`config.mk`:
```
export PLATFORM = sky130hd
export DESIGN_NAME = nec_ir_frame_decoder
export DESIGN_NICKNAME = d
export VERILOG_FILES = /design/src/sv/necir_pkg.sv /design/src/sv/necir_window.sv /design/src/sv/nec_ir_frame_decoder.sv
export SDC_FILE = /design/constraint.sdc
export NUM_CORES = 1
export LEC_CHECK = 0
export ABC_AREA = 0
export ABC_CLOCK_PERIOD_IN_PS = 4900
export BUFFER_PORTS_ARGS = -buffer_cell sky130_fd_sc_hd__buf_2
export CAP_MARGIN = 20
export CORE_UTILIZATION = 58
export DETAILED_ROUTE_END_ITERATION = 6
export PLACE_DENSITY = 0.79
export SLEW_MARGIN = 5
export SYNTH_ARGS = -nofsm -noshare
export SYNTH_HDL_FRONTEND = slang
export SYNTH_SLANG_ARGS = --single-unit
```
`constraint.sdc`:
```
create_clock -name clk_i -period 4.9 [get_ports clk_i]
set_input_delay 0.245 -clock clk_i [delete_from_list [all_inputs] [get_ports clk_i]]
set_output_delay 0.245 -clock clk_i [all_outputs]
set_load 0.05 [all_outputs]
```
`src/sv/necir_pkg.sv`:
```
`timescale 1ns / 1ps
// ----------------------------------------------------------------------------
// necir_pkg
// Shared types and constants for the NEC infrared frame decoder: field widths,
// frame lengths, configuration register indexes and result status codes.
// ----------------------------------------------------------------------------
package necir_pkg;

  // Field widths
  localparam int unsigned TimeW  = 15;
  localparam int unsigned TolW   = 10;
  localparam int unsigned HalfW  = 16;
  localparam int unsigned StatW  = 2;
  localparam int unsigned CountW = 6;
  localparam int unsigned CfgAddrW = 3;

  // Frame layout: leader, data bits, stop symbol
  localparam int unsigned DataBits   = 32;
  localparam int unsigned BitIdxW    = $clog2(DataBits);
  localparam int unsigned FullFrame  = DataBits + 2;
  localparam int unsigned RepFrame   = 2;

  // Configuration register indexes
  typedef enum logic [CfgAddrW-1:0] {
    CFG_TOLERANCE    = 3'd0,
    CFG_LEADER_MARK  = 3'd1,
    CFG_LEADER_SPACE = 3'd2,
    CFG_BIT_MARK     = 3'd3,
    CFG_ZERO_SPACE   = 3'd4,
    CFG_ONE_SPACE    = 3'd5,
    CFG_REPEAT_SPACE = 3'd6
  } cfg_idx_e;

  // Result status codes
  typedef enum logic [StatW-1:0] {
    ST_NEW_FRAME  = 2'd0,
    ST_REPEAT     = 2'd1,
    ST_BAD_TIMING = 2'd2,
    ST_BAD_COUNT  = 2'd3
  } status_e;

  // Register reset values
  localparam logic [TolW-1:0]  TolReset       = 10'd200;
  localparam logic [TimeW-1:0] LeaderMarkRst  = 15'd9000;
  localparam logic [TimeW-1:0] LeaderSpaceRst = 15'd4500;
  localparam logic [TimeW-1:0] BitMarkRst     = 15'd560;
  localparam logic [TimeW-1:0] ZeroSpaceRst   = 15'd560;
  localparam logic [TimeW-1:0] OneSpaceRst    = 15'd1690;
  localparam logic [TimeW-1:0] RepSpaceRst    = 15'd2250;

endpackage

```
`src/sv/necir_window.sv`:
```
`timescale 1ns / 1ps
// ----------------------------------------------------------------------------
// necir_window
// Duration window check: true when the measured time lies strictly between
// nominal - tolerance (clamped at zero) and nominal + tolerance.
// ----------------------------------------------------------------------------
module necir_window
  import necir_pkg::*;
(
  input  logic [TimeW-1:0] measured_i,
  input  logic [TimeW-1:0] nominal_i,
  input  logic [TolW-1:0]  tolerance_i,
  output logic             hit_o
);

  logic [TimeW:0] upper;
  logic [TimeW:0] lower;
  logic [TimeW:0] tol_ext;

  // Bounds, one bit wider so the upper sum cannot wrap
  always_comb begin
    tol_ext = {{(TimeW + 1 - TolW){1'b0}}, tolerance_i};
    upper   = {1'b0, nominal_i} + tol_ext;
    if ({1'b0, nominal_i} > tol_ext) begin
      lower = {1'b0, nominal_i} - tol_ext;
    end else begin
      lower = '0;
    end
    hit_o = ({1'b0, measured_i} < upper) && ({1'b0, measured_i} > lower);
  end

endmodule

```
`src/sv/nec_ir_frame_decoder.sv`:
```
`timescale 1ns / 1ps
// ----------------------------------------------------------------------------
// nec_ir_frame_decoder
// Path: an accepted symbol beat passes the input register, then the result
//   register; only frame-end symbols give a result.
// Throughput: one symbol per cycle, set by the single registered pass of the
//   window checks and frame-state update, while the result stream is not stalled.
// Reset: rst_ni clears pipeline valids, frame state, saved address/command,
//   and loads the timing registers with their NEC defaults.
// ----------------------------------------------------------------------------
module nec_ir_frame_decoder
  import necir_pkg::*;
(
  input  logic                 clk_i,
  input  logic                 rst_ni,
  // configuration write port
  input  logic                 cfg_we_i,
  input  logic [CfgAddrW-1:0]  cfg_addr_i,
  input  logic [TimeW-1:0]     cfg_wdata_i,
  // symbol stream in
  input  logic                 s_axis_tvalid_i,
  output logic                 s_axis_tready_o,
  input  logic [31:0]          s_axis_tdata_i,  // [14:0] mark_time, [29:15] space_time
  input  logic                 s_axis_tlast_i,  // frame_end
  // result stream out
  output logic                 m_axis_tvalid_o,
  input  logic                 m_axis_tready_i,
  output logic [31:0]          m_axis_tdata_o,  // [15:0] address, [31:16] command
  output logic [StatW-1:0]     m_axis_tuser_o   // [1:0] status
);

  // Timing registers
  logic [TolW-1:0]  tol_q;
  logic [TimeW-1:0] ldr_mark_q, ldr_space_q, bit_mark_q;
  logic [TimeW-1:0] zero_space_q, one_space_q, rep_space_q;

  always_ff @(posedge clk_i or negedge rst_ni) begin
    if (!rst_ni) begin
      tol_q        <= TolReset;
      ldr_mark_q   <= LeaderMarkRst;
      ldr_space_q  <= LeaderSpaceRst;
      bit_mark_q   <= BitMarkRst;
      zero_space_q <= ZeroSpaceRst;
      one_space_q  <= OneSpaceRst;
      rep_space_q  <= RepSpaceRst;
    end else if (cfg_we_i) begin
      case (cfg_idx_e'(cfg_addr_i))
        CFG_TOLERANCE:    tol_q        <= cfg_wdata_i[TolW-1:0];
        CFG_LEADER_MARK:  ldr_mark_q   <= cfg_wdata_i;
        CFG_LEADER_SPACE: ldr_space_q  <= cfg_wdata_i;
        CFG_BIT_MARK:     bit_mark_q   <= cfg_wdata_i;
        CFG_ZERO_SPACE:   zero_space_q <= cfg_wdata_i;
        CFG_ONE_SPACE:    one_space_q  <= cfg_wdata_i;
        CFG_REPEAT_SPACE: rep_space_q  <= cfg_wdata_i;
        default: ;
      endcase
    end
  end

  // Pipeline handshake
  logic in_valid_q, in_valid_d;
  logic out_valid_q, out_valid_d;
  logic advance, in_fire, proc;

  assign advance         = !out_valid_q || m_axis_tready_i;
  assign s_axis_tready_o = !in_valid_q || advance;
  assign in_fire         = s_axis_tvalid_i && s_axis_tready_o;
  assign proc            = in_valid_q && advance;

  // Input register
  logic [TimeW-1:0] mark_q, space_q;
  logic             last_q;

  always_comb begin
    in_valid_d = in_valid_q;
    if (s_axis_tready_o) begin
      in_valid_d = s_axis_tvalid_i;
    end
  end

  always_ff @(posedge clk_i or negedge rst_ni) begin
    if (!rst_ni) begin
      in_valid_q <= 1'b0;
    end else begin
      in_valid_q <= in_valid_d;
    end
  end

  always_ff @(posedge clk_i) begin
    if (in_fire) begin
      mark_q  <= s_axis_tdata_i[TimeW-1:0];
      space_q <= s_axis_tdata_i[2*TimeW-1:TimeW];
      last_q  <= s_axis_tlast_i;
    end
  end

  // Window checks on the registered symbol
  logic hit_lm, hit_ls, hit_rs, hit_bm, hit_one, hit_zero;

  necir_window u_win_lm (
    .measured_i(mark_q), .nominal_i(ldr_mark_q), .tolerance_i(tol_q), .hit_o(hit_lm)
  );
  necir_window u_win_ls (
    .measured_i(space_q), .nominal_i(ldr_space_q), .tolerance_i(tol_q), .hit_o(hit_ls)
  );
  necir_window u_win_rs (
    .measured_i(space_q), .nominal_i(rep_space_q), .tolerance_i(tol_q), .hit_o(hit_rs)
  );
  necir_window u_win_bm (
    .measured_i(mark_q), .nominal_i(bit_mark_q), .tolerance_i(tol_q), .hit_o(hit_bm)
  );
  necir_window u_win_one (
    .measured_i(space_q), .nominal_i(one_space_q), .tolerance_i(tol_q), .hit_o(hit_one)
  );
  necir_window u_win_zero (
    .measured_i(space_q), .nominal_i(zero_space_q), .tolerance_i(tol_q), .hit_o(hit_zero)
  );

  // Frame state
  logic [CountW-1:0]   count_q, count_d;
  logic [DataBits-1:0] shift_q, shift_d;
  logic                leader_ok_q, leader_ok_d;
  logic                repeat_ok_q, repeat_ok_d;
  logic                bits_ok_q, bits_ok_d;
  logic [HalfW-1:0]    saved_addr_q, saved_addr_d;
  logic [HalfW-1:0]    saved_cmd_q, saved_cmd_d;
  status_e             status_q, status_d;
  logic [BitIdxW-1:0]  bit_idx;
  logic                is_data;

  assign bit_idx = BitIdxW'(count_q - CountW'(1));
  assign is_data = (count_q != '0) && (count_q <= CountW'(DataBits));

  // Next frame state and result
  always_comb begin
    count_d      = count_q;
    shift_d      = shift_q;
    leader_ok_d  = leader_ok_q;
    repeat_ok_d  = repeat_ok_q;
    bits_ok_d    = bits_ok_q;
    saved_addr_d = saved_addr_q;
    saved_cmd_d  = saved_cmd_q;
    status_d     = status_q;
    if (proc) begin
      if (count_q == '0) begin
        leader_ok_d = hit_lm && hit_ls;
        repeat_ok_d = hit_lm && hit_rs;
      end else if (is_data) begin
        if (hit_bm && hit_one) begin
          shift_d[bit_idx] = 1'b1;
        end else if (!(hit_bm && hit_zero)) begin
          bits_ok_d = 1'b0;
        end
      end

      if (!last_q) begin
        if (count_q != '1) begin
          count_d = count_q + CountW'(1);
        end
      end else begin
        if (count_q == CountW'(FullFrame - 1)) begin
          if (leader_ok_d && bits_ok_d) begin
            saved_addr_d = shift_d[HalfW-1:0];
            saved_cmd_d  = shift_d[2*HalfW-1:HalfW];
            status_d     = ST_NEW_FRAME;
          end else begin
            status_d = ST_BAD_TIMING;
          end
        end else if (count_q == CountW'(RepFrame - 1)) begin
          status_d = repeat_ok_d ? ST_REPEAT : ST_BAD_TIMING;
        end else begin
          status_d = ST_BAD_COUNT;
        end
        // back to an empty frame
        count_d     = '0;
        shift_d     = '0;
        leader_ok_d = 1'b0;
        repeat_ok_d = 1'b0;
        bits_ok_d   = 1'b1;
      end
    end
  end

  // Result valid
  always_comb begin
    out_valid_d = out_valid_q;
    if (proc && last_q) begin
      out_valid_d = 1'b1;
    end else if (m_axis_tready_i) begin
      out_valid_d = 1'b0;
    end
  end

  always_ff @(posedge clk_i or negedge rst_ni) begin
    if (!rst_ni) begin
      count_q      <= '0;
      shift_q      <= '0;
      leader_ok_q  <= 1'b0;
      repeat_ok_q  <= 1'b0;
      bits_ok_q    <= 1'b1;
      saved_addr_q <= '0;
      saved_cmd_q  <= '0;
      status_q     <= ST_NEW_FRAME;
      out_valid_q  <= 1'b0;
    end else begin
      count_q      <= count_d;
      shift_q      <= shift_d;
      leader_ok_q  <= leader_ok_d;
      repeat_ok_q  <= repeat_ok_d;
      bits_ok_q    <= bits_ok_d;
      saved_addr_q <= saved_addr_d;
      saved_cmd_q  <= saved_cmd_d;
      status_q     <= status_d;
      out_valid_q  <= out_valid_d;
    end
  end

  // Result beat: saved values already hold this frame's update
  assign m_axis_tvalid_o = out_valid_q;
  assign m_axis_tdata_o  = {saved_cmd_q, saved_addr_q};
  assign m_axis_tuser_o  = status_q;

endmodule
```
==> impl_metrics.ini <==
[cells_and_area]
regMostFlops = shift_q
insertedDiodeCount = 0
top_regs = shift_q (32), saved_addr_q (16), saved_cmd_q (16)
layout_commonest_cell = ha_1
nNetsFinal = 2668
regArea_um2 = 5401
multi_input_comb_area_um2 = 13420
fillers = 2416
final_area_um2 = 22760
drive_above_1_share = 0.2383
largest_reg_flops = 32
layout_common_cells = ha_1, a21oi_1, nand2_1
syn_to_final_growth_pct = 20.02

[global_route]
grt_max_degree = 175
first_global_vias = 16200
antenna_found_initial = 1
grtUsageTotal = 0.3308
grt_pass1_wl_um = 86240
grt.overflow.total = 0

[critical_path]
worstSetupStartpoint = tol_q[3]
reg2reg_depth = 22
critPathCapture = saved_addr_q[1]
reg2reg_slack_ps = 60
r2r_end = saved_addr_q[1]
startpoint_type = flop
required_ps = 5390
cp_slowest_stage_delay_ps = 550
r2r-start = tol_q[3]
cp.depth = 22
crit_path_cell_trace = clkinvlp_4 > ha_4 > o21a_1 > o31a_1 > o41ai_4 > a221oi_2 > nand2_1 > nand2_1 > xnor2_2 > nand2_1 > ha_4 > and4_4 > nand3_1 > a21o_1 > a21oi_2 > o31ai_4 > a2bb2oi_4 > buf_6 > o21ai_4 > nand3_4 > buf_12 > mux2i_1
worst_path_most_repeated_cell = nand2_1
critical_path.endpoint_type = flop
critPathArrivalTime_ps = 5330
cpMaxStageDelayCell = dfstp_2
cp_top_family = compound AO/OA/AOI/OAI gates
path_buf_inv = 3
critPathMaxFanout = 8
worstSetupPathType = flop to flop

[synthesis]
synth_edf_count = 31
yosys.cell_types.count = 93
post_synth_and_or_nand_nor_area_fraction = 0.1566
synth_cells = 2088
synth_area_per_cell_um2 = 9.083
synth_area_um2 = 18970
synth_nets = 2455
ys_warn_count = 0
ys_async_sr_fraction = 0.8510
synth_top_family_by_area = adder cells
synth_compound_area_frac = 0.1668
synthMuxAreaShare = 0.07132
ys_ff_latch = 208
synth_fa_ha_area_frac = 0.2099
synth_seq_area_share = 0.2847
synth_xor_xnor_area_share = 0.06558
synth_ff_type = dfrtp_1

[die]
die_y_um = 182.8
die_w_um = 182.8
placementRows = 65
start_util = 0.5949
core_area_um2 = 31880
dieArea_um2 = 33430
ios = 92

[routing]
avgRoutedWirePerCell_um = 20.55
wirelength_um = 56650
detail-route-antenna-nets = 0
vias_per_cell = 6.071
first_pass_iters = 5
drtIter0Drc = 1243
routed-via-count = 16730
drc = 0

[clocking]
numCtsBuffers = 26
clock_sinks = 208
htreeDepth = 1
cts_root_buf = clkbuf_16
clockBufferDepth = 3
clk_pin_slew_ps = 60
clk_latency_ps = 580
cts_tree = yes

[place]
port_buffers = 89
post_dp_cell_area_um2 = 20530
dp_hpwl_um = 40520
routabilityCongestion = 0.9555

[timing]
tightest_slew_ps = 1044
maxSlewHeadroom = 0.3042
hold_viol_final = 0
fin_crit_sh = 0.9871
setup_viol = 0
rsz0062_at_grt = yes
max_freq_mhz = 206.7
final.setup_skew_ps = 25.34
period_needed_ps = 4837
finalMaxSlewViolations = 0

[hold_path]
hold_class = primary input to async pin

[pwr]
p_total_w = 0.01155
power-per-cell-area_nw_per_um2 = 507.5
ir_drop_mv = 0.3195
power.leakage_nw = 10.47

[status]
status = finished, final reports clean

[run]
drv_cap = 0
-- layout make-up --
| type | count | area share |
|---|---|---|
| multi-input combinational | 1669 | 0.5895 |
| clock inverter | 17 | 0.008465 |
| clock buffer | 31 | 0.02985 |
| sequential | 208 | 0.2373 |
| inverter | 122 | 0.02094 |
| timing repair buffer | 274 | 0.08998 |
| tap | 435 | 0.02391 |
-- synthesized netlist by cell type (all sizes together) (7+ instances only) --
cell      n  area [um2]
nor3     47       279.0
xnor2    94       823.3
nor2    153       576.8
a211oi   18       140.1
buf      22       142.6
o21bai   23       172.7
nor4     13       81.33
xor2     48       420.4
a21oi   187       943.4
nand2b   32       200.2
or2       8       50.05
dfrtp   146        3654
o21a     24       180.2
and2     15       93.84
o211ai   19       147.6
nand4    38       237.7
nand4b    7       61.31
ha      299        3741
nand2   172       645.6
nand3    32       172.7
o31ai    15       112.6
mux2     95        1092
clkbuf   68       255.2
or3      12       80.08
edfxtp   31       930.9
dfstp    31       814.5
inv     122       457.9
mux2i    26       260.3
and3     12       75.07
a221oi    8       70.07
nor2b    32       202.7
a21o     26       195.2
o21ai   103       523.0
o41ai     7       80.08
fa       12       240.2
-- where the power goes --
part / internal, W / switching [W]
clock: 0.00115 / 0.000812
combinational: 0.00327 / 0.00393
sequential: 0.00202 / 0.000356
-- cells by family (layout without fill, tap and decap cells) --
family                     Yosys count  count (layout)
AOI/OAI and AO/OA                  495             495
and+or+nand+nor                    599             600
DFF                                208             208
muxes                              121             121
adders and majority gates          311             311
xor gates and xnor gates           142             142
buffers and inverters              212             444
-- stage by stage --
stage | setup WS [ps] | hold slack [ps] | utilization | std cells | TNS, ps
global route | -111.1 | 35.87 | 0.7140 | 2756 | -2630
detailed placement | -273.8 | 30.63 | 0.6439 | 2637 | -7497
finish | 62.97 | 32.33 | 0.7140 | 2756 | 0
CTS | 0.8566 | 9.520 | 0.6855 | 2725 | 0
global placement | -164.9 | 30.29 | 0.6436 | 2636 | -4500
floorplan | 12.22 | -50.59 | - | 2088 | 0
-- layer usage --
layer | routed length (um) | track usage | part of all wire
met2 | 26350 | 0.5461 | 0.47
met1 | 24200 | 0.4295 | 0.43
met5 | 0 | 0 | 0
met4 | 2870 | 0.1617 | 0.051
met3 | 3234 | 0.04210 | 0.057
-- worst min path at each step --
| stage | from | to | slack, ps | cells past startpoint |
|---|---|---|---|---|
| finish | rst_ni | zero_space_q[11] | 30 | 2 |
| global route | rst_ni | zero_space_q[11] | 40 | 2 |
| CTS | cfg_wdata_i[0] | ldr_mark_q[0] | 10 | 3 |
| detailed placement | rst_ni | zero_space_q[11] | 30 | 1 |
| global placement | rst_ni | zero_space_q[11] | 30 | 1 |
| floorplan | rst_ni | bit_mark_q[0] | -50 | 0 |
-- what timing repair did --
action,CTS,global route
pin swaps,6,75
gates resized for setup,14,155
gates cloned,1,3
hold buffers,36,0
hold endpoints to repair,180,0
setup buffers,3,28
endpoints found under the setup margin,48,69
No activity file was read; power rests on OpenSTA's default activity.
